**src/rtl/core/vhd_ram.sv**
```systemverilog
// ----------------------------------------------------------------------------
// vhd_ram
// generic single write, single read ram with registered read data
// ----------------------------------------------------------------------------
module vhd_ram #(
   parameter int WIDTH = 8,
   parameter int DEPTH = 16
) (
   input  logic                     clock,
   input  logic                     wr_en,
   input  logic [$clog2(DEPTH)-1:0] wr_addr,
   input  logic [WIDTH-1:0]         wr_data,
   input  logic                     rd_en,
   input  logic [$clog2(DEPTH)-1:0] rd_addr,
   output logic [WIDTH-1:0]         rd_data
);
   logic [WIDTH-1:0] mem_ff [DEPTH];

   always_ff @(posedge clock) begin
      if (wr_en) mem_ff[wr_addr] <= wr_data;
      if (rd_en) rd_data <= mem_ff[rd_addr];
   end
endmodule

```
**config.mk**
```make
export PLATFORM = sky130hd
export DESIGN_NAME = vhd_ram
export DESIGN_NICKNAME = d
export VERILOG_FILES = /design/src/rtl/core/vhd_ram.sv
export SDC_FILE = /design/constraint.sdc
export NUM_CORES = 1
export LEC_CHECK = 0
export BUFFER_PORTS_ARGS = -buffer_cell sky130_fd_sc_hd__buf_4
export CAP_MARGIN = 20
export CELL_PAD_IN_SITES_DETAIL_PLACEMENT = 1
export CELL_PAD_IN_SITES_GLOBAL_PLACEMENT = 2
export CORE_AREA = 2 2 118 120
export DETAILED_ROUTE_END_ITERATION = 8
export DIE_AREA = 0 0 120 122
export PLACE_DENSITY_LB_ADDON = 0.1
export RECOVER_POWER = 100
export SLEW_MARGIN = 20
export SYNTH_ARGS = -nofsm -noshare
export SYNTH_HDL_FRONTEND = slang
export SYNTH_SLANG_ARGS = --single-unit
```
**constraint.sdc**
```tcl
create_clock -name clock -period 4 [get_ports clock]
set_input_delay 0.4 -clock clock [delete_from_list [all_inputs] [get_ports clock]]
set_output_delay 0.4 -clock clock [all_outputs]
set_load 0.005 [all_outputs]
```
; ---- Word level (Yosys, flattened, before mapping)
; Memories as Yosys holds them, arrays and structs flattened. A register that Yosys moved wholly into a read port is not among the register bits.
; Index checks and enable logic that the tools add are counted.
[classes]
n_mux = 2
[ops]
columns = op, n
row1 = $mux W1, 2
[totals]
reg_bits = 0
mem_bits_rw = 128
out_inout_bits = 8
wordCells = 3
mem_count = 1
[memory_table]
columns = name, depth, word_bits, rd, rd_clocked_by_memory_dff, write_ports, line_no
row1 = mem_ff, 16, 8, 1, 1, 1, 17  ; logic [WIDTH-1:0] mem_ff [DEPTH];

; ---- Logic depth before layout (Yosys ltp)
; Gate-level depths: netlist of the first run.
[logic_depth]
depth_word = 2
mapped_depth = 5
depth_no_buf = 3

; ---- Worst setup path before layout of the first run
; No wires, ideal clock.
[synth_path]
path_type = input to register
startpoint = input wr_addr[2]
endpoint = memory mem_ff[0][0], enable pin
arrival_time_ns = 1.510
required_time_ns = 3.617
setup_slack_ns = 2.107
cell_stages = 2
n_path_buf = 0
cell_sequence = or3b_2 > nor3_1
[synth_lines]
columns = item, line_no
row1 = start: declaration, 11  ; input logic [$clog2(DEPTH)-1:0] wr_addr,
row2 = end: declaration, 17
; No word-level cell before the write port.

==> summary.md, run 1 <==
| Metric | Value |
|---|---|
| Startpoint Class | input pin |
| All-layer global routing usage | between 15 and 20% |
| GRT overflow | 0 |
| Htree depth | 4 |
| Setup violators final | 0 |
| FMAX | approximately 0.45 GHz |
| Post-CTS Setup Inserts | 0 |
| Seq cells post-synth | approximately 140 |
| Core box area | between 10000 and 15000 um^2 |
| Clock Skew | between 10 and 15 ps |
| Largest net degree at the start of global routing | 33 |
| Port Buf Inserts | 26 |
| Area post-placement | 5577 um^2 |
| CTS tree | yes |
| Area of the multi-input gates | 1057 um^2 |
| Rows | 43 |
| Register Area | around 4000 um^2 |
| Antenna Nets Post-Route | 0 |
| Most frequent cells in the layout | edfxtp_1 (136), clkbuf_1 (22), mux4_2 (18) |
| Resize count post-CTS | 0 |
| Antenna violations before repair | 0 |
| Clock Root Buffer | clkbuf_16 |
| Worst hold path type | in -> reg |
| Synth top area cells | edfxtp_1 (78%), mux4_2 (7.8%), mux4_1 (7.0%) |
| CP endpoint | rd_data[2] |
| Num ports | 27 |
| Cell area after synthesis | around 5200 um^2 |
| Die area | roughly 15000 um^2 |
| CP max FO | 32 |
| Drt drc | 0 |
| Commonest non-fill, non-tap cell in the layout | edfxtp_1 |
| Total Neg Setup Slack | 0 ps |
| DP HPWL | 6790 um |
| Register-to-register setup slack | about 2500 ps |
| Synth-to-layout area growth | 14.67% |
| Max clock buf depth | 2 |
| Crit path time final | 2232 ps |
| Nets | between 200 and 300 |
| DRT Wirelength | approximately 11000 um |
| Failing checks | capacitance limit, slew limit |
| Leakage power total | around 0.0019 uW |
| Die X | approximately 120 um |
| Synth area leader | edfxtp_1 |
| Max VDD drop | between 0.2 and 0.3 mV |
| Hold_buf cts | 0 |
| Run status | finished, violations left |
| Vias in the first global route | roughly 2600 |
| Crit. End Element | flip-flop |
| R2r startpoint | mem_ff[10][4] |
| GPL Wtd Cong | 0.6660 |
| # clock sinks | approximately 140 |
| Post-Synthesis Cells | about 230 |
| Yosys cell types | 18 |
| Syn nets | roughly 250 |
| First-pass GRT wire length | 16290 um |
| Max-slew violations | 10 |
| Pre-antenna DRT Iters | 4 |
| Clk pin slew, worst setup/hold paths | roughly 50 ps |
| Critical path required time | between 4000 and 5000 ps |
| Vias per cell | between 5 and 6 |
| Slew @ Worst Pin | ~1700 ps |
| Crit path from | rd_addr[0] |
| Worst slew margin | -12.42% |
| Initial DRC Count | around 170 |
| YS warnings | 0 |
| Filler instances | roughly 1200 |
| Top-area cell type share of the netlist area | about 78% |
| Finished Cell Area | ~6000 um^2 |
| R2R cell count | 3 |
| Number of buffers created by CTS | 17 |
| CP Class | in -> reg |
| Crit path DAT | 2390 ps |
| Reg-to-Reg End | rd_data[4] |
| Hold violation total from the final report | 0 |
| DR WL/cell | 24.54 um |
| Hold depth | 1 |
| RSZ-0062 raised after global routing | false |
| Worst hold start | rd_en |
| Synth Area per Inst | ~23 um^2 |
| Clock latency on the worst-skew pair | 410 ps |
| Pwr/cell area | between 500 and 600 nW/um^2 |
| Final period util | roughly 56% |
| Fraction of layout cells with a size suffix above 1 | 17.99% |
| Initial Util | between 30% and 40% |
| Post-synthesis sequential area ratio | 78.12% |
| Die height | approximately 120 um |
| Vias | 2406 |
| Antenna cells | 0 |
| Maximum capacitance violations | 2 |
==> logic make-up (layout without fill, tap and decap cells) <==
kind of cell	after synthesis	count (layout)	synth area share, %
multiplexers	32	32	14.79
AND/OR/NAND/NOR	35	35	3.136
AO/OA/AOI/OAI	16	16	2.298
flip-flops	136	136	78.12
buffers and inverters	10	59	1.651
==> worst max-delay path, stage by stage <==
cell	delay [ps]
clkbuf_2	910
mux4_1	680
a22oi_1	290
nand2_1	90
==> cell usage after synthesis <==
library cell,instances
edfxtp_1,136
mux4_2,18
a22oi_1,16
mux4_1,14
nor2_1,13
nand2_1,9
nor3_1,4
buf_2,3
buf_6,3
clkdlybuf4s25_2,3
nand2b_1,2
nand3b_1,2
and2_1,1
and2b_1,1
buf_4,1
nand3_1,1
nor2b_1,1
or3b_2,1
==> power by group <==
group | internal, uW | switching, uW
sequential | 1610 | 8.40
clock | 771 | 520
combinational | 56.5 | 85.9
total | 2440 | 614
==> cell type report <==
| cell class | instances | area share, % |
|---|---|---|
| repair buffers | 28 | 2.463 |
| flip-flops and latches | 136 | 68.13 |
| well taps | 180 | 3.757 |
| multi-input cells | 83 | 17.64 |
| clock inverters | 8 | 0.5427 |
| clock buffers | 23 | 7.472 |
==> through the flow <==
step	power (uW)	std cells	setup WS (ps)	hold slack, ps	util [%]
after floorplan	1723	229	2107	498.9	-
after global placement	1796	425	1675	718.1	41.30
after detailed placement	1800	425	1595	723.1	41.30
after CTS	3091	456	2088	284.4	44.85
after global routing	3152	458	1577	512.1	44.39
final	3050	458	1768	496.0	44.39
==> worst min path at each step <==
stage | endpoint
final | rd_data[2]
after global routing | rd_data[3]
after CTS | mem_ff[5][0]
after detailed placement | mem_ff[5][0]
after global placement | mem_ff[5][0]
after floorplan | mem_ff[0][0]
==> sequential cells by signal (all words and copies together) (netlist names) <==
name	count
mem_ff	128
rd_data	8
==> layer usage <==
layer | up-vias | global-route usage, % | share of wire [%]
met1 | 1282 | 22.64 | 47
met5 | - | 0 | 0
met2 | 62 | 24.57 | 47
met3 | 7 | 4.682 | 4.6
li1 | 1055 | - | -
met4 | 0 | 6.838 | 0.92
Power figures use the tool's default switching activity.
==> run 2: changes to the inputs <==
Clock period 4 ns to 2.3 ns, I/O delays scaled along.
==> summary.md, run 2 (synthesis results as in run 1) <==
| Metric | Value |
|---|---|
| Slew @ Worst Pin | 805.3 ps (-868.1 ps) |
| Max-slew violations | 0 (-10) |
| Startpoint Class | flip-flop |
| Max clock buf depth | 2 (unchanged) |
| Buf/Inv on CP | 0 (-1) |
| Resize count post-CTS | 0 (unchanged) |
| Setup violators final | 0 (unchanged) |
| Crit. End Element | flip-flop |
| Crit path time final | 1556 ps |
| Finished Cell Area | 6193 um^2 (+3.3%) |
| Leakage power total | 0.002004 uW (+4.7%) |
| GPL Wtd Cong | 0.7081 (+6.3%) |
| Max stage delay cell, worst path | mux4_1 |
| Core box area | 13500 um^2 (unchanged) |
| Die X | 120 um (unchanged) |
| Worst slew margin | 46.31% (+59 points) |
| Max reg flops | 128 (unchanged) |
| Initial DRC Count | 143 (-17%) |
| CTS tree | yes |
| DP HPWL | 7188 um (+5.9%) |
| Fraction of layout cells with a size suffix above 1 | 20.20% (+2.2 points) |
| Most frequent cells in the layout | edfxtp_1 (136), clkbuf_1 (32), mux4_2 (18) |
| Clock latency on the worst-skew pair | 410 ps (about the same) |
| WP depth | 3 (-1) |
| Worst hold path type | in -> reg |
| Register bank with the most flops | mem_ff |
| Clock Skew | 7.560 ps (-2.974 ps) |
| Worst path top cell family by delay | multiplexers |
| R2R cell count | 3 (unchanged) |
| Hold depth | 1 (unchanged) |
| Rows | 43 (unchanged) |
| Area post-placement | 5744 um^2 (+3.0%) |
| Hold violation total from the final report | 0 (unchanged) |
| Run status | completed |
| Largest net degree at the start of global routing | 27 (-18%) |
| Hold_buf cts | 0 (unchanged) |
| # clock sinks | 136 (unchanged) |
| Drt drc | 0 (unchanged) |
| CP Class | reg -> reg |
| Antenna Nets Post-Route | 0 (unchanged) |
| RSZ-0062 raised after global routing | false |
| Max VDD drop | 0.4889 mV (+95%) |
| All-layer global routing usage | 17.27% (+0.88 points) |
| DRT Wirelength | 11360 um (+1.0%) |
| Crit-path max cell delay | 550 ps (-360 ps) |
| Antenna violations before repair | 0 (unchanged) |
| Busiest grt layer | met2 |
| Commonest non-fill, non-tap cell in the layout | edfxtp_1 |
| Htree depth | 4 (unchanged) |
| Vias per cell | 5.103 (-2.9%) |
| Pre-antenna DRT Iters | 4 (unchanged) |
| Die area | 14640 um^2 (unchanged) |
| First-pass GRT wire length | 17110 um (+5.0%) |
| Clock Root Buffer | clkbuf_16 |
| Num ports | 27 (unchanged) |
| CP max FO | 1 (-97%) |
| Synth-to-layout area growth | 18.48% |
| Port Buf Inserts | 26 (unchanged) |
| Total Neg Setup Slack | 0 ps (unchanged) |
| Maximum capacitance violations | 0 (-2) |
| GRT overflow | 0 (unchanged) |
| Met2 Use GR | 26.60% (+2.0 points) |
| Pwr/cell area | 918.4 nW/um^2 (+81%) |
| Initial Util | 38.71% (unchanged) |
| Met1 usage | 23.66% (+1.0 points) |
| CP Cell Sequence | mux4_1, a22oi_1, nand2_1 |
| Final period util | 67.65% |
| Antenna cells | 0 (unchanged) |
| Die height | 122 um (unchanged) |
| Top Registers | mem_ff: 128 flops, rd_data: 8 flops |
| Vias | 2434 (+1.2%) |
| Clk pin slew, worst setup/hold paths | 60 ps (about the same) |
| Grt met3 use | 4.775% (+0.094 points) |
| FMAX | ~0.64 GHz |
| Crit path DAT | 1710 ps (-680 ps) |
| Critical path required time | 2460 ps (-1700 ps) |
| Post-CTS Setup Inserts | 0 (unchanged) |
| Nets | 304 (+6.7%) |
| Vias in the first global route | 2626 (+3.0%) |
| DR WL/cell | 23.81 um (-3.0%) |
| Number of buffers created by CTS | 17 (unchanged) |
run 2: cell types whose count changed in the layout (fill, tap and decap cells not counted):
cell | before | now
bufinv_16 | 0 | 3
buf_4 | 5 | 8
buf_12 | 0 | 2
clkinvlp_4 | 0 | 1
clkinv_1 | 6 | 5
clkbuf_2 | 1 | 0
clkinv_2 | 2 | 4
clkbuf_1 | 22 | 32
run 2: cell type report:
cell class	count	area (um^2)
Sequential cell	136	4084
Clock inverter	13	136.4
Clock buffer	18	429.2
Tap cell	180	225.2
Multi-Input combinational cell	83	1057
Fill cell	1242	7311
Timing Repair Buffer	47	261.5
run 2: worst register-to-register path, cell delays in order (launching register included):
cell	delay [ps]
edfxtp_1	360
mux4_1	550
a22oi_1	300
nand2_1	90
run 2: final timing paths:
| path | from | to | slack (ps) |
|---|---|---|---|
| max reg2reg | mem_ff[4][0] | rd_data[0] | 740 |
| min reg2reg | mem_ff[12][0] | rd_data[0] | 760 |
| max | mem_ff[4][0] | rd_data[0] | 740 |
| min | rd_en | rd_data[0] | 320 |
run 2: where the power goes:
group	switching, uW	internal, uW
registers	14.1	2800
clock network	946	1670
logic	156	110
run 2: metal layers:
layer,vias up,part of all wire (%)
li1,1093,-
met1,1288,47
met2,48,48
met3,5,3.4
met4,0,0.77
met5,-,0
run 2: per-stage QoR:
step	setup slack (ps)	util (%)	hold WS [ps]	power [uW]	cells
after floorplan	577.1	-	328.9	2996	229
after global placement	354.7	42.54	551.3	3147	446
after detailed placement	329.7	42.54	561.8	3153	446
after CTS	665.9	46.72	124.4	5778	477
after global routing	665.7	45.86	349.4	5878	477
final	744.1	45.86	316.9	5688	477
==> run 3: changes to the inputs <==
Clock period 2.3 ns to 1.6 ns, I/O delays scaled along.
==> summary.md, run 3 (synthesis results as in run 1) <==
| Metric | Value |
|---|---|
| Run status | completed |
| Hold violation total from the final report | 0 (unchanged) |
| Die height | 122 um (unchanged) |
| Top Registers | mem_ff: 128 flops, rd_data: 8 flops |
| Most frequent cells in the layout | edfxtp_1 (136), clkbuf_1 (32), mux4_2 (19) |
| Fraction of layout cells with a size suffix above 1 | 23.86% (+3.7 points) |
| Crit-path max cell delay | 490 ps (-60 ps) |
| Antenna cells | 0 (unchanged) |
| Fin util | 46.83% (+0.96 points) |
| All-layer global routing usage | 17.01% (-0.27 points) |
| Commonest non-fill, non-tap cell in the layout | edfxtp_1 |
| Maximum capacitance violations | 0 (unchanged) |
| Hold depth | 3 (+2) |
| Largest net degree at the start of global routing | 19 (-30%) |
| Non-Filler Instances | 486 (+1.9%) |
| Setup violators final | 0 (unchanged) |
| Die area | 14640 um^2 (unchanged) |
| Vias | 2473 (+1.6%) |
| Logic pwr share | 4.6% (about the same) |
| Clk pin slew, worst setup/hold paths | 60 ps (about the same) |
| First-pass GRT wire length | 16990 um (-0.73%) |
| Vias per cell | 5.088 (-0.28%) |
| Clock power share | 48.3% (+2.4 points) |
| R2R cell count | 4 (+1) |
| Clock Root Buffer | clkbuf_16 |
| Initial DRC Count | 171 (+20%) |
| Drt drc | 0 (unchanged) |
| Max clock buf depth | 2 (unchanged) |
| Die X | 120 um (unchanged) |
| Number of buffers created by CTS | 17 (unchanged) |
| Final period util | 94.73% (+27 points) |
| Leakage power total | 0.002061 uW (+2.8%) |
| CP Class | reg -> reg |
| Num ports | 27 (unchanged) |
| Synth-to-layout area growth | 20.97% |
| Post-CTS Setup Inserts | 0 (unchanged) |
| Total Neg Setup Slack | 0 ps (unchanged) |
| NetSw | 1654 uW (+48%) |
| GRT overflow | 0 (unchanged) |
| Port Buf Inserts | 26 (unchanged) |
| CTS tree | yes |
| Max stage delay cell, worst path | mux4_2 |
| Pre-antenna DRT Iters | 4 (unchanged) |
| Worst hold path type | in -> reg |
| DR WL/cell | 23.36 um (-1.9%) |
| Vias in the first global route | 2758 (+5.0%) |
| FMAX | 0.6598 GHz (+2.7%) |
| GPL Wtd Cong | 0.6857 (-3.2%) |
| Pwr/cell area | 1357 nW/um^2 (+48%) |
| Max-slew violations | 0 (unchanged) |
| Critical path required time | 1770 ps (-690 ps) |
| Dpl cells | 454 (+1.8%) |
| Crit. End Element | flip-flop |
| Pint | 6925 uW (+51%) |
| Register-to-register setup slack | 80 ps (-660 ps) |
| Max reg flops | 128 (unchanged) |
| DP HPWL | 7181 um (-0.11%) |
| CP Cell Sequence | mux4_2, a22oi_1, clkbuf_1, nand2_1 |
| Htree depth | 4 (unchanged) |
| WHS Endpoint | mem_ff[0][6] |
| Core box area | 13500 um^2 (unchanged) |
| # clock sinks | 136 (unchanged) |
| RSZ-0062 raised after global routing | false |
| Nets | 312 (+2.6%) |
| Startpoint Class | flip-flop |
| Rows | 43 (unchanged) |
| Switching Share | 19.28% (-0.33 points) |
| Crit path DAT | 1680 ps (-30 ps) |
| Worst slew margin | 44.48% (-1.8 points) |
| Clock latency on the worst-skew pair | 410 ps (about the same) |
| Register bank with the most flops | mem_ff |
| R2r startpoint | mem_ff[11][0] |
| DRT Wirelength | 11350 um (about the same) |
| Initial Util | 38.71% (unchanged) |
| Reg power frac | 47.1% (-2.3 points) |
| Pwr Total | 8579 uW (+51%) |
| Antenna Nets Post-Route | 0 (unchanged) |
| Clock Skew | 4.772 ps (-2.788 ps) |
| Crit path time final | 1516 ps (-40.21 ps) |
| CP max FO | 1 (unchanged) |
| Antenna violations before repair | 0 (unchanged) |
| Worst hold start | wr_addr[1] |
| Slew @ Worst Pin | 831.2 ps (+25.82 ps) |
| Max VDD drop | 0.6708 mV (+37%) |
| Reg-to-Reg End | rd_data[0] |
| Filler instances | 1268 (+2.1%) |
[run 3: cell type report]
type                       count  area (um^2)  area share (%)
tap                          180        225.2           3.562
clock inverter                15        207.7           3.285
timing repair buffer          55        327.8           5.184
clock buffer                  17        425.4           6.727
sequential                   136         4084           64.58
multi-input combinational     83         1054           16.66
[run 3: worst max-delay path by stage]
stage	startpoint	end	slack [ps]	cells past startpoint
2_1_floorplan	rd_addr[0]	rd_data[1]	160	5
3_3_place_gp	rd_addr[0]	rd_data[2]	-170	6
3_5_place_dp	rd_addr[0]	rd_data[2]	-180	6
4_1_cts	mem_ff[9][3]	rd_data[3]	40	4
5_1_grt	mem_ff[11][0]	rd_data[0]	40	4
6_report	mem_ff[11][0]	rd_data[0]	80	4
[run 3: critical path, delay by kind of cell (launching register included)]
family          cells  cell delay (ps)
simple gates        1               60
mux                 1              490
compound gates      1              190
buf+inv             1              170
flops               1              360
[run 3: per-stage QoR]
step                hold slack, ps  area (um^2)  setup slack [ps]
finish                       256.6         6324             84.27
global route                 263.1         6324             37.15
CTS                          50.52         6455             39.08
detailed placement           490.8         5822            -181.1
global placement             480.3         5822            -170.4
floorplan                    258.9         5233             157.6
[run 3: metal layers]
layer | wire [um] | up-vias | track usage [%]
li1 | - | 1109 | -
met1 | 5155 | 1285 | 22.94
met2 | 5492 | 67 | 26.56
met3 | 544 | 12 | 4.448
met4 | 162 | 0 | 6.765
met5 | 0 | - | 0
[run 3: power by group through the flow]
stage	Sequential [uW]	Combinational, uW	Clock (uW)
6_report	4040	392	4150
5_1_grt	4050	429	4370
4_1_cts	4040	431	4220
3_5_place_dp	4110	430	0
3_3_place_gp	4110	424	0
2_1_floorplan	4100	203	0
[run 3: timing repair]
| item | in CTS | in global routing |
|---|---|---|
| hold endpoints to repair | 0 | 0 |
| hold buffers | 0 | 0 |
| resized for setup | 0 | 1 |
| setup endpoints to repair | 0 | 1 |
