## config.mk

```make
export PLATFORM = sky130hd
export DESIGN_NAME = vhd_acs
export DESIGN_NICKNAME = d
export VERILOG_FILES = /design/src/rtl/core/vhd_pkg.sv /design/src/rtl/core/vhd_acs.sv
export SDC_FILE = /design/constraint.sdc
export NUM_CORES = 1
export LEC_CHECK = 0
export BUFFER_PORTS_ARGS = -buffer_cell sky130_fd_sc_hd__buf_4
export CELL_PAD_IN_SITES_DETAIL_PLACEMENT = 0
export CELL_PAD_IN_SITES_GLOBAL_PLACEMENT = 2
export CORE_ASPECT_RATIO = 1.4
export CORE_MARGIN = 4
export CORE_UTILIZATION = 32
export DETAILED_ROUTE_END_ITERATION = 12
export GPL_TIMING_DRIVEN = 0
export MAX_ROUTING_LAYER = met4
export PLACE_DENSITY_LB_ADDON = 0.1
export SYNTH_ARGS = -nofsm -noshare
export SYNTH_HDL_FRONTEND = slang
export SYNTH_SLANG_ARGS = --single-unit
export TNS_END_PERCENT = 10
```

## constraint.sdc

```tcl
create_clock -name vclk -period 17.1
set_clock_uncertainty 0.1 [all_clocks]
set_input_delay 3.42 -clock vclk [all_inputs]
set_output_delay 3.42 -clock vclk [all_outputs]
set_load 0.005 [all_outputs]
```

## src/rtl/core/vhd_pkg.sv

```systemverilog
// ----------------------------------------------------------------------------
// vhd_pkg
// shared constants, types and the trellis branch function of the hard decision decoder
// ----------------------------------------------------------------------------
package vhd_pkg;

   localparam int STATE_BITS  = 6;
   localparam int NSTATES     = 1 << STATE_BITS;
   localparam int PAIR_W      = STATE_BITS - 1;
   localparam int TB_DEPTH    = 32;
   localparam int HCOLS       = TB_DEPTH + 1;
   localparam int COL_W       = $clog2(HCOLS);
   localparam int K_W         = $clog2(TB_DEPTH + 1);
   localparam int METRIC_BITS = 16;
   localparam int POLY_W      = 7;
   localparam int LIMIT_W     = 15;
   localparam int BEST_W      = 15;
   localparam int STEP_W      = 16;
   localparam int CNT_W       = STATE_BITS + 1;
   localparam int CSR_IDX_W   = 2;
   localparam int CSR_DATA_W  = 15;
   localparam int SURV_DEPTH  = HCOLS * NSTATES;
   localparam int MET_DEPTH   = NSTATES;
   localparam int MET_W       = 2 * METRIC_BITS;

   localparam logic [METRIC_BITS-1:0] METRIC_MAX = {METRIC_BITS{1'b1}};
   localparam logic [BEST_W-1:0]      BEST_MAX   = {BEST_W{1'b1}};
   localparam logic [STEP_W-1:0]      STEP_MAX   = {STEP_W{1'b1}};

   localparam logic [POLY_W-1:0]  POLY_A_RESET = POLY_W'(121);
   localparam logic [POLY_W-1:0]  POLY_B_RESET = POLY_W'(91);
   localparam logic [LIMIT_W-1:0] LIMIT_RESET  = LIMIT_W'(16384);

   localparam logic [CSR_IDX_W-1:0] CSR_GEN_POLY_A   = 2'd0;
   localparam logic [CSR_IDX_W-1:0] CSR_GEN_POLY_B   = 2'd1;
   localparam logic [CSR_IDX_W-1:0] CSR_METRIC_LIMIT = 2'd2;

   typedef struct packed {
      logic                   fresh;
      logic                   norm;
      logic [METRIC_BITS-1:0] norm_x;
      logic [LIMIT_W-1:0]     norm_lim;
      logic                   tail;
      logic                   rx_a;
      logic                   rx_b;
      logic [POLY_W-1:0]      poly_a;
      logic [POLY_W-1:0]      poly_b;
   } acs_ctrl_type;

   typedef struct packed {
      logic [METRIC_BITS-1:0] metric;
      logic [STATE_BITS-1:0]  survivor;
   } acs_result_type;

   function automatic logic [1:0] branch_code(input logic [STATE_BITS-1:0] st,
                                              input logic bit_in,
                                              input logic [POLY_W-1:0] pa,
                                              input logic [POLY_W-1:0] pb);
      logic [POLY_W-1:0] shreg;
      shreg    = '0;
      shreg[0] = bit_in;
      for (int i = 1; i <= STATE_BITS; i++) shreg[i] = st[STATE_BITS-i];
      return {^(shreg & pa), ^(shreg & pb)};
   endfunction

endpackage

```

## src/rtl/core/vhd_acs.sv

```systemverilog
// ----------------------------------------------------------------------------
// vhd_acs
// shared add-compare-select unit, one trellis state per cycle
// ----------------------------------------------------------------------------
module vhd_acs (
   input  logic [vhd_pkg::STATE_BITS-1:0] state_n,
   input  logic [vhd_pkg::MET_W-1:0]      pair_word,
   input  vhd_pkg::acs_ctrl_type          ctrl,
   output vhd_pkg::acs_result_type        result
);
   import vhd_pkg::*;

   logic [STATE_BITS-1:0]  p0, p1;
   logic                   bit_n;
   logic [METRIC_BITS-1:0] raw0, raw1, m0, m1, lim_w;
   logic [1:0]             k0, k1;
   logic [METRIC_BITS:0]   s0, s1;
   logic [METRIC_BITS-1:0] c0, c1;

   function automatic logic [METRIC_BITS-1:0] prep(input logic [METRIC_BITS-1:0] raw,
                                                   input logic is_zero,
                                                   input acs_ctrl_type c,
                                                   input logic [METRIC_BITS-1:0] lim);
      logic [METRIC_BITS-1:0] d;
      d = raw - c.norm_x;
      if (c.fresh) return is_zero ? '0 : METRIC_MAX;
      else if (c.norm) return (d > lim) ? lim : d;
      else return raw;
   endfunction

   always_comb begin
      bit_n = state_n[STATE_BITS-1];
      p0    = {state_n[STATE_BITS-2:0], 1'b0};
      p1    = {state_n[STATE_BITS-2:0], 1'b1};
      lim_w = METRIC_BITS'(ctrl.norm_lim);
      raw0  = pair_word[METRIC_BITS-1:0];
      raw1  = pair_word[MET_W-1:METRIC_BITS];
      m0    = prep(raw0, (p0 == '0), ctrl, lim_w);
      m1    = prep(raw1, 1'b0, ctrl, lim_w);
      k0    = branch_code(p0, bit_n, ctrl.poly_a, ctrl.poly_b);
      k1    = branch_code(p1, bit_n, ctrl.poly_a, ctrl.poly_b);
      s0    = {1'b0, m0} + (METRIC_BITS+1)'(k0[1] ^ ctrl.rx_a)
                         + (METRIC_BITS+1)'(k0[0] ^ ctrl.rx_b);
      s1    = {1'b0, m1} + (METRIC_BITS+1)'(k1[1] ^ ctrl.rx_a)
                         + (METRIC_BITS+1)'(k1[0] ^ ctrl.rx_b);
      c0    = s0[METRIC_BITS] ? METRIC_MAX : s0[METRIC_BITS-1:0];
      c1    = s1[METRIC_BITS] ? METRIC_MAX : s1[METRIC_BITS-1:0];
      if (ctrl.tail && bit_n) begin
         result.metric   = METRIC_MAX;
         result.survivor = p0;
      end else if (c1 < c0) begin
         result.metric   = c1;
         result.survivor = p1;
      end else begin
         result.metric   = c0;
         result.survivor = p0;
      end
   end
endmodule

```

# After elaboration in Yosys (flattened, before gate mapping)
# Cells that the tools add are included.
# word_totals
ff_bits	0
elab_cells	34
# op_classes
n_addsub	6
magnitude_cmp	3
n_mux	11
bitwise	8
n_reduce_logical	6
# ops
cell	count
$mux W16	9
$mux W22	2
$add A16 B1 Y17	2
$add A17 B1 Y17	2
$gt A16 B15 Y1	2
$sub A16 B16 Y16	2
$reduce_xor A7 Y1	4
$lt A16 B16 Y1	1
$and A6 B7 Y7	2
$and A7 B7 Y7	2
$logic_not A5 Y1	1
$xor A1 B1 Y1	4
$logic_and A1 B1 Y1	1

# Logic depth before layout (Yosys ltp)
# Gate-level depths: netlist of the first run.
# logic_depth
ltp_word	11
ltp_mapped	45

# Worst setup path before layout of the first run
# Ideal clock, no wire load.
# synth_timing
path_kind	input to output
startpoint	input ctrl[39] (netlist name)
endpoint	output result[12] (netlist name)
arrival_ps	10876
required_time_ps	13580
slack_ps	2704
path_stages	41
cell_sequence	inv_1 ha_1 a21o_1 or3_1 o21ai_0 o21ai_0 a21o_1 a21o_1 a21oi_1 xnor2_1 ha_1 a2111oi_0 a41oi_1 or4_1 buf_2 buf_6 nand2_1 o211ai_1 [... 5 more ...] nor3_4 nand2_4 clkbuf_1 nand2_1 ha_1 a21o_1 a21o_1 a21o_1 a21oi_1 nor2b_1 o21ai_0 nand2b_1 a21oi_1 nand3_1 nor2_1 a32oi_4 buf_6 o31a_1
# synth_rtl
item	line_no	text
start, declared	vhd_acs.sv:8	input vhd_pkg::acs_ctrl_type ctrl,
end, declared	vhd_acs.sv:9	output vhd_pkg::acs_result_type result

==> metrics.yaml, run 1 <==
outcome:
  status: "finished, final reports clean"
logic_synthesis:
  yosysTopAreaCellShare_pct: 19.7
  synthXorXnorAreaFrac_pct: 8.78
  netlist_instances: 708
  synth_area_leaders: "ha_1 20%, nor2_1 6.1%, a21oi_1 5.6%"
  yosys.area_share.adder_pct: 21.4
  synth_most_common_cell: "nor2_1"
  yosysWarnings: 0
  netlist_area_sq_um: 4890
  netlist-cell-type-count: 86
  syn_avg_cell_area_sq_um: 6.90
  yosys.area.top_type: "ha_1"
  yosys.area_share.simple_pct: 29.3
  syn_nets: 877
  seq_area_frac_synth_pct: 0
  synth_common_cells: "79 x nor2_1, 77 x ha_1, 63 x nand2_1, 55 x a21oi_1, 43 x inv_1"
  synth_compound_area_share_pct: 29.9
  synth_top_family_by_area: "compound AO/OA/AOI/OAI gates"
  synthMuxAreaShare_pct: 3.76
finish:
  multi_input_area_sq_um: 4550
  seq_cells: 0
  clkbuf_count: 0
  layout.area.seq_sq_um: 0
  fill_cells: 1683
  final_util_pct: 39.7
  n_antenna_cell: 0
  nets: 989
  drive_gt1_share_pct: 19.2
  area_growth_pct: 21.8
sta:
  slew_violations: 0
  rsz0062_at_grt: "false"
  hold_viol: 0
  tns_ps: 0
  fmax_mhz: 60.9
  tightest_slew_ps: 852
  worst_slew_margin_rel_pct: 42.4
  post-route-min-period_ps: 16420
  setup_viol: 0
  post-route-period-util_pct: 96.0
floorplan:
  rows: 53
  die-area_sq_um: 17300
  core_sq_um: 15000
  initial_core_util_pct: 32.6
  die_w_microns: 112
  io_pins: 110
  die_y_microns: 154
placed_design:
  portBuffers: 110
  dp.final_hpwl_microns: 17000
  gp_congestion: 0.945
setup_path:
  cp.required_ps: 13580
  cpMostUsedCell: "a21o_1"
  critPathTopFamily: "compound AO/OA/AOI/OAI gates"
  worst-path-buf-inv: 6
  critPathLaunch: "pair_word[23]"
  critPathMaxFanout: 10
  crit_type: "in2out"
  crit_path_top_delay_cell: "or4_1"
  crit_cells: 45
  arrival_ps: 12900
  endpoint: "result[6]"
  end_kind: "primary output"
  slowest_delay_ps: 590
  cp-start-kind: "input port"
routing:
  totalWireLength_microns: 19200
  wl_per_cell_microns: 19.0
  dr.pass1.iters: 5
  drc: 0
  drt_iter0_markers: 206
  ant_nets: 0
  vias: 5574
  viasPerCell: 5.52
global_route:
  grt_max_degree: 11
  grt_overflow: 0
  antenna_found_initial: 0
  grt_pass1_wl_microns: 29900
  first_global_vias: 5758
  grt_use_total_pct: 21.9
power_and_ir_drop:
  powerDensity_nw_per_um2: 71.4
  ir_drop_uv: 51.7
  leakagePower_nw: 2.77
flow_run:
  max_cap_violations: 0
clocking:
  cts_setup_buffers: 0
hold_path:
  hp-class: "in2out"
layer usage:
metal / vias up / global-route usage (%) / share of wire [%]
li1: 2824 / - / -
met1: 2573 / 25.6 / 42
met2: 139 / 40.5 / 51
met3: 38 / 0.548 / 2.9
met4: 0 / 6.59 / 3.7
met5: - / - / 0
logic make-up (layout without fill, tap and decap cells):
logic type | after synthesis | count (layout)
and+or+nand+nor | 274 | 274
AOI/OAI and AO/OA | 211 | 211
adders and majority gates | 81 | 81
buffers and inverters | 75 | 185
xor gates and xnor gates | 49 | 49
muxes | 18 | 18
report_power, final:
part / internal (mW) / switching (mW) / leakage [nW]
clock: 0 / 0 / 0
sequential: 0 / 0 / 0
combinational: 0.187 / 0.238 / 2.77
layout make-up:
| cell class | instances | share of cell area, % |
|---|---|---|
| Timing Repair Buffer | 110 | 13.9 |
| Multi-Input combinational cell | 633 | 76.4 |
| Tap cell | 192 | 4.04 |
| Inverter | 44 | 2.77 |
| Buffer | 31 | 2.96 |
metrics by stage:
stage / cell area, sq um / total power [mW] / setup WS [ps] / std cells / hold slack [ps]
final: 5950 / 0.425 / 679 / 1010 / 7020
after global routing: 5950 / 0.477 / 21.8 / 1010 / 7040
after CTS: 5950 / 0.426 / 472 / 1010 / 7020
after detailed placement: 5950 / 0.423 / 514 / 1010 / 7020
after global placement: 5950 / 0.420 / 543 / 1010 / 7030
after floorplan: 4890 / 0.287 / 2700 / 708 / 6820
worst min path at each step:
stage / from / to / slack, ps / cells after the start
6_report: state_n[2] / result[3] / 7020 / 3
5_1_grt: state_n[3] / result[4] / 7040 / 3
4_1_cts: state_n[2] / result[3] / 7020 / 3
3_5_place_dp: state_n[2] / result[3] / 7020 / 3
3_3_place_gp: state_n[0] / result[1] / 7030 / 3
2_1_floorplan: state_n[0] / result[1] / 6820 / 1
what timing repair did:
item | 4_1_cts | 5_1_grt
hold buffers | 0 | 0
setup endpoints to repair | 0 | 4
resized for setup | 0 | 1
cell usage in the layout (no fill, tap or decap), types with 3 or more instances in the layout:
cell	n
o21a_1	13
buf_6	4
inv_1	43
and4_1	3
o21bai_1	3
o21ai_0	28
mux2i_1	15
fa_1	4
a31oi_1	9
or4_1	3
buf_4	116
clkbuf_1	14
and2_1	7
o21ai_1	9
and3_1	7
nor2_1	79
a21oi_1	55
nand2b_1	14
a21o_1	21
nor2b_1	11
or2_2	5
xor2_1	18
xnor2_1	31
nand3_1	19
o31a_1	5
or3_1	3
o211ai_1	14
nor3b_1	5
nand2_1	63
nor3_1	23
nor3_2	4
nand4_1	10
buf_2	5
mux2_2	3
ha_1	77
a211oi_1	10
(Power assumes the default switching activity.)
==> run 2, diff against run 1 <==
--- a/config.mk
+++ b/config.mk
@@ -5,12 +5,13 @@
 export SDC_FILE = /design/constraint.sdc
 export NUM_CORES = 1
 export LEC_CHECK = 0
+export ABC_AREA = 1
 export BUFFER_PORTS_ARGS = -buffer_cell sky130_fd_sc_hd__buf_4
 export CELL_PAD_IN_SITES_DETAIL_PLACEMENT = 0
 export CELL_PAD_IN_SITES_GLOBAL_PLACEMENT = 2
 export CORE_ASPECT_RATIO = 1.4
 export CORE_MARGIN = 4
-export CORE_UTILIZATION = 32
+export CORE_UTILIZATION = 29
 export DETAILED_ROUTE_END_ITERATION = 12
 export GPL_TIMING_DRIVEN = 0
 export MAX_ROUTING_LAYER = met4
==> run 2 against run 1 <==
Compared with the run above:
- largest power group unchanged
- die area up 14%
- via count increased by 4.0%
- critical path depth up 1
- synthesized cell count up 27%
- design area is 4.2% higher
- synthesized area is 4.2% higher
- core utilization shrank 3.9 points
- combinational power fell by 9.9%
- non-clock buffer count is 5 lower
==> metrics.yaml, run 2 <==
placed_design:
  gp_congestion: 0.873  # -7.6%
  dp.final_hpwl_microns: 18000  # +6.0%
  post-place-ws_ps: 2740  # +2220 ps
  place_inst: 1242  # +23%
  portBuffers: 109  # -0.91%
  dpl_cell_area_sq_um: 6200  # +4.2%
setup_path:
  cpMostUsedCell: "nand2_1"
  cp-start-kind: "input port"
  critPathLaunch: "pair_word[0]"
  crit_type: "in2out"
  arrival_ps: 10790  # -2110 ps
  cp.required_ps: 13580  # about the same
  crit_path_top_delay_cell: "fa_1"
  end_kind: "primary output"
  slowest_delay_ps: 470  # -120 ps
  critPathMaxFanout: 10  # unchanged
power_and_ir_drop:
  sw_frac_of_total_pct: 58.9  # +2.8 points
  seq_power_share_pct: 0  # unchanged
  ir_drop_uv: 14.1  # -73%
  p_sw_mw: 0.225  # -5.4%
  combPwrFrac_pct: 100.0  # about the same
  p_int_mw: 0.157  # -16%
  powerDensity_nw_per_um2: 61.7  # -14%
  clock_power_share_pct: 0  # unchanged
  finalPower_mw: 0.383  # -10%
  leakagePower_nw: 3.55  # +28%
sta:
  post-route-min-period_ps: 14310  # -2110 ps
  fmax_mhz: 69.9  # +15%
  setup_viol: 0  # unchanged
  hold_slack_ps: 6990  # -32.2 ps
  setup_slack_ps: 2790  # +2110 ps
  hold_viol: 0  # unchanged
  tns_ps: 0  # unchanged
  slew_violations: 0  # unchanged
  tightest_slew_ps: 668  # -184 ps
  worst_slew_margin_rel_pct: 55.4  # +13 points
  rsz0062_at_grt: "false"
  post-route-period-util_pct: 83.7  # -12 points
routing:
  drt_iter0_markers: 245  # +19%
  drc: 0  # unchanged
  dr.pass1.iters: 4  # -1
  vias: 5797  # +4.0%
  ant_nets: 0  # unchanged
  viasPerCell: 4.67  # -15%
  totalWireLength_microns: 19900  # +3.4%
  wl_per_cell_microns: 16.0  # -16%
global_route:
  grt_max_degree: 11  # unchanged
  grt_use_total_pct: 20.2  # -1.7 points
  grt_pass1_wl_microns: 30500  # +2.2%
  first_global_vias: 5802  # +0.76%
  antenna_found_initial: 0  # unchanged
  grt_overflow: 0  # unchanged
clocking:
  hold_buffers: 0  # unchanged
  cts_setup_buffers: 0  # unchanged
  cts_resized: 0  # unchanged
finish:
  layoutNonFillerInstCount: 1242  # +23%
  nets: 1177  # +19%
  n_antenna_cell: 0  # unchanged
  stdcell_area_sq_um: 6200  # +4.2%
  final_common_cell: "nand2_1"
  drive_gt1_share_pct: 18.5  # -0.70 points
  layout.area.seq_sq_um: 0  # unchanged
  final_util_pct: 35.8  # -3.9 points
  area_growth_pct: 21.9  # about the same
  layout_common_cells: "241 x nand2_1, 128 x inv_1, 116 x buf_4"
  fill_cells: 2056  # +22%
  clkbuf_count: 0  # unchanged
  seq_cells: 0  # unchanged
logic_synthesis:
  yosysTopAreaCellShare_pct: 18.9  # -0.79 points
  seq_area_frac_synth_pct: 0  # unchanged
  synth_common_cells: "241 x nand2_1, 128 x inv_1, 101 x nand3_1, 77 x ha_1, 71 x nor2_1"
  yosys.area.top_type: "ha_1"
  synth_most_common_cell: "nand2_1"
  yosysWarnings: 0  # unchanged
  netlist-cell-type-count: 46  # -47%
  syn_nets: 1066  # +22%
  synth_area_leaders: "ha_1 19%, nand2_1 18%, nand3_1 9.9%"
  netlist_instances: 897  # +27%
  netlist_area_sq_um: 5090  # +4.2%
  syn_avg_cell_area_sq_um: 5.68  # -18%
floorplan:
  initial_core_util_pct: 29.4  # -3.2 points
  rows: 57  # +7.5%
  die-area_sq_um: 19800  # +14%
  die_y_microns: 165  # +6.8%
  core_sq_um: 17300  # +16%
  die_w_microns: 120  # +6.7%
  io_pins: 110  # unchanged
hold_path:
  hp-class: "in2out"
  min_from: "ctrl[16]"
flow_run:
  max_cap_violations: 0  # unchanged
outcome:
  status: "finished, final reports clean"
run 2: cell count changes after synthesis, moves of 10 or more:
cell,change
o21a_1,-12
nand3_1,+82
nor2b_1,-11
nor3_1,-15
inv_1,+85
a21o_1,-11
xnor2_1,-10
nand2_1,+178
o211ai_1,-12
nand2b_1,-14
mux2i_1,-15
nand2_2,+12
run 2: routing by layer:
metal	track usage, %	vias up	routed length, microns
li1	-	3132	-
met3	0.274	15	365
met5	-	-	0
met2	39.8	84	10800
met1	23.1	2566	8270
met4	3.13	0	392
run 2: area by class of cell:
cell class	count	area (sq um)	area share, %
Buffer	27	175	2.82
Inverter	131	492	7.92
Multi-Input combinational cell	739	4420	71.3
Tap cell	236	295	4.76
Timing Repair Buffer	109	818	13.2
run 2: cell families (layout without fill, tap and decap cells):
family | Yosys count | count (layout) | synth area share [%]
simple gates | 493 | 493 | 44.6
buf+inv | 158 | 267 | 13.1
fa+ha+maj | 81 | 81 | 20.5
xor+xnor | 45 | 45 | 7.74
compound gates | 120 | 120 | 14.1
run 2: power groups by stage:
stage	Combinational, mW	Clock, mW	Sequential [mW]
floorplan	0.265	0	0
global placement	0.387	0	0
detailed placement	0.388	0	0
CTS	0.389	0	0
global route	0.439	0	0
finish	0.383	0	0
run 2: path summary, 6_finish.rpt:
| kind | end | slack (ps) | depth (start not counted) |
|---|---|---|---|
| worst max-delay path | result[15] | 2790 | 46 |
| worst min-delay path | result[0] | 6990 | 3 |
run 2: worst max-delay path: cells and delay by family:
family / cells / cell delay [ps]
XOR/XNOR: 1 / 260
AO/OA/AOI/OAI: 10 / 1530
adder cells (fa/ha/maj): 6 / 1970
buffers and inverters: 9 / 1360
AND/OR/NAND/NOR: 20 / 2210
==> run 3, diff against run 2 <==
--- a/config.mk
+++ b/config.mk
@@ -11,7 +11,7 @@
 export CELL_PAD_IN_SITES_GLOBAL_PLACEMENT = 2
 export CORE_ASPECT_RATIO = 1.4
 export CORE_MARGIN = 4
-export CORE_UTILIZATION = 29
+export CORE_UTILIZATION = 26
 export DETAILED_ROUTE_END_ITERATION = 12
 export GPL_TIMING_DRIVEN = 0
 export MAX_ROUTING_LAYER = met4
==> constraint.sdc (replaced) <==
create_clock -name vclk -period 12
set_clock_uncertainty 0.1 [all_clocks]
set_input_delay 2.4 -clock vclk [all_inputs]
set_output_delay 2.4 -clock vclk [all_outputs]
set_load 0.005 [all_outputs]
==> run 3 against run 2 <==
Compared with the run above:
- clock-buffer cell count stayed put
- core utilization is 2.9 points lower
- critical endpoint is now result[19]
- highest routed layer unchanged
- first-iteration DRC count is 34% lower
- via count is 0.71% lower
- flip-flop and latch count stayed put
- largest power group unchanged
==> metrics.yaml, run 3 (same netlist as run 2, synthesis figures left out) <==
outcome:
  status: "finished, final reports clean"
setup_path:
  critPathMaxFanout: 10  # unchanged
  critPathTopFamily: "simple AND/OR/NAND/NOR gates"
  cp-start-kind: "input port"
  crit_cells: 40  # -13%
  end_kind: "primary output"
  arrival_ps: 8850  # -1940 ps
  crit_path_top_delay_cell: "fa_1"
  cp.required_ps: 9500  # -4080 ps
  slowest_delay_ps: 450  # -20 ps
  crit_type: "in2out"
  worst-path-buf-inv: 7  # -2
floorplan:
  die-area_sq_um: 21900  # +11%
  core_sq_um: 19200  # +11%
  rows: 60  # +5.3%
  die_w_microns: 126  # +5.2%
  die_y_microns: 174  # +5.3%
  io_pins: 110  # unchanged
  initial_core_util_pct: 26.5  # -2.9 points
power_and_ir_drop:
  leakagePower_nw: 3.59  # +1.1%
  seq_power_share_pct: 0  # unchanged
  finalPower_mw: 0.552  # +44%
  powerDensity_nw_per_um2: 87.4  # +42%
  sw_frac_of_total_pct: 58.4  # -0.48 points
  p_int_mw: 0.230  # +46%
  combPwrFrac_pct: 100.0  # about the same
  ir_drop_uv: 28.9  # +110%
  p_sw_mw: 0.323  # +43%
  clock_power_share_pct: 0  # unchanged
routing:
  vias: 5756  # -0.71%
  totalWireLength_microns: 20000  # +0.72%
  dr.pass1.iters: 4  # unchanged
  viasPerCell: 4.58  # -2.0%
  ant_nets: 0  # unchanged
  wl_per_cell_microns: 15.9  # -0.56%
  drc: 0  # unchanged
  drt_iter0_markers: 162  # -34%
finish:
  final_common_cell: "nand2_1"
  seq_cells: 0  # unchanged
  clkbuf_count: 0  # unchanged
  fill_cells: 2319  # +13%
  layout.area.seq_sq_um: 0  # unchanged
  layout_common_cells: "241 x nand2_1, 128 x inv_1, 121 x buf_4"
  drive_gt1_share_pct: 20.2  # +1.7 points
  area_growth_pct: 24.2
  final_util_pct: 32.9  # -2.9 points
  nets: 1181  # +0.34%
  n_antenna_cell: 0  # unchanged
placed_design:
  dp.final_hpwl_microns: 18500  # +2.5%
  portBuffers: 109  # unchanged
  gp_congestion: 0.865  # -0.90%
global_route:
  first_global_vias: 5964  # +2.8%
  grt_overflow: 0  # unchanged
  grt_pass1_wl_microns: 31500  # +3.0%
  antenna_found_initial: 0  # unchanged
  grt_use_total_pct: 18.4  # -1.8 points
  grt_max_degree: 11  # unchanged
clocking:
  hold_buffers: 0  # unchanged
flow_run:
  max_cap_violations: 0  # unchanged
sta:
  worst_slew_margin_rel_pct: 49.6  # -5.9 points
  setup_viol: 0  # unchanged
  post-route-period-util_pct: 94.6
  slew_violations: 0  # unchanged
  fmax_mhz: 88.1
  tightest_slew_ps: 752  # +83.7 ps
  hold_viol: 0  # unchanged
  post-route-min-period_ps: 11350
hold_path:
  hp-class: "in2out"
  holdPathStages: 3  # unchanged
[run 3: layer usage]
metal  share of wire [%]  up-vias  GRT usage [%]
li1                    -     3135              -
met1                  40     2525           20.4
met2                  56       80           36.4
met3                 1.7       16          0.277
met4                 1.8        0           3.40
met5                   0        -              -
[run 3: path summary, 6_finish.rpt]
path	from	slack, ps	endpoint
hold / removal	ctrl[16]	4950	result[0]
setup / recovery	pair_word[25]	650	result[19]
[run 3: what timing repair did]
action | CTS | global route
pin swaps | 0 | 7
buffers inserted | 0 | 5
endpoints found under the hold margin | 0 | 0
endpoints found under the setup margin | 17 | 17
resized for setup | 4 | 17
[run 3: layout make-up]
class	instances	area [sq um]	area share, %
repair buffers	114	856	13.5
multi-input cells	739	4490	71.0
well taps	248	310	4.91
plain buffers	26	175	2.77
inverters	131	494	7.82
[run 3: per-stage QoR]
| stage | cells | setup TNS, ps | setup WS [ps] | cell area (sq um) | hold slack (ps) |
|---|---|---|---|---|---|
| after CTS | 1254 | 0 | 4.75 | 6230 | 4950 |
| after floorplan | 897 | 0 | 1430 | 5090 | 4730 |
| after detailed placement | 1254 | -5610 | -463 | 6220 | 4950 |
| final | 1258 | 0 | 649 | 6320 | 4950 |
| after global placement | 1254 | -5410 | -444 | 6220 | 4950 |
| after global routing | 1258 | -20.7 | -10.9 | 6320 | 4960 |
[run 3: power by group through the flow]
stage               Sequential [mW]  Combinational [mW]  Clock [mW]
floorplan                         0               0.378           0
global route                      0               0.635           0
finish                            0               0.552           0
global placement                  0               0.553           0
detailed placement                0               0.551           0
CTS                               0               0.554           0
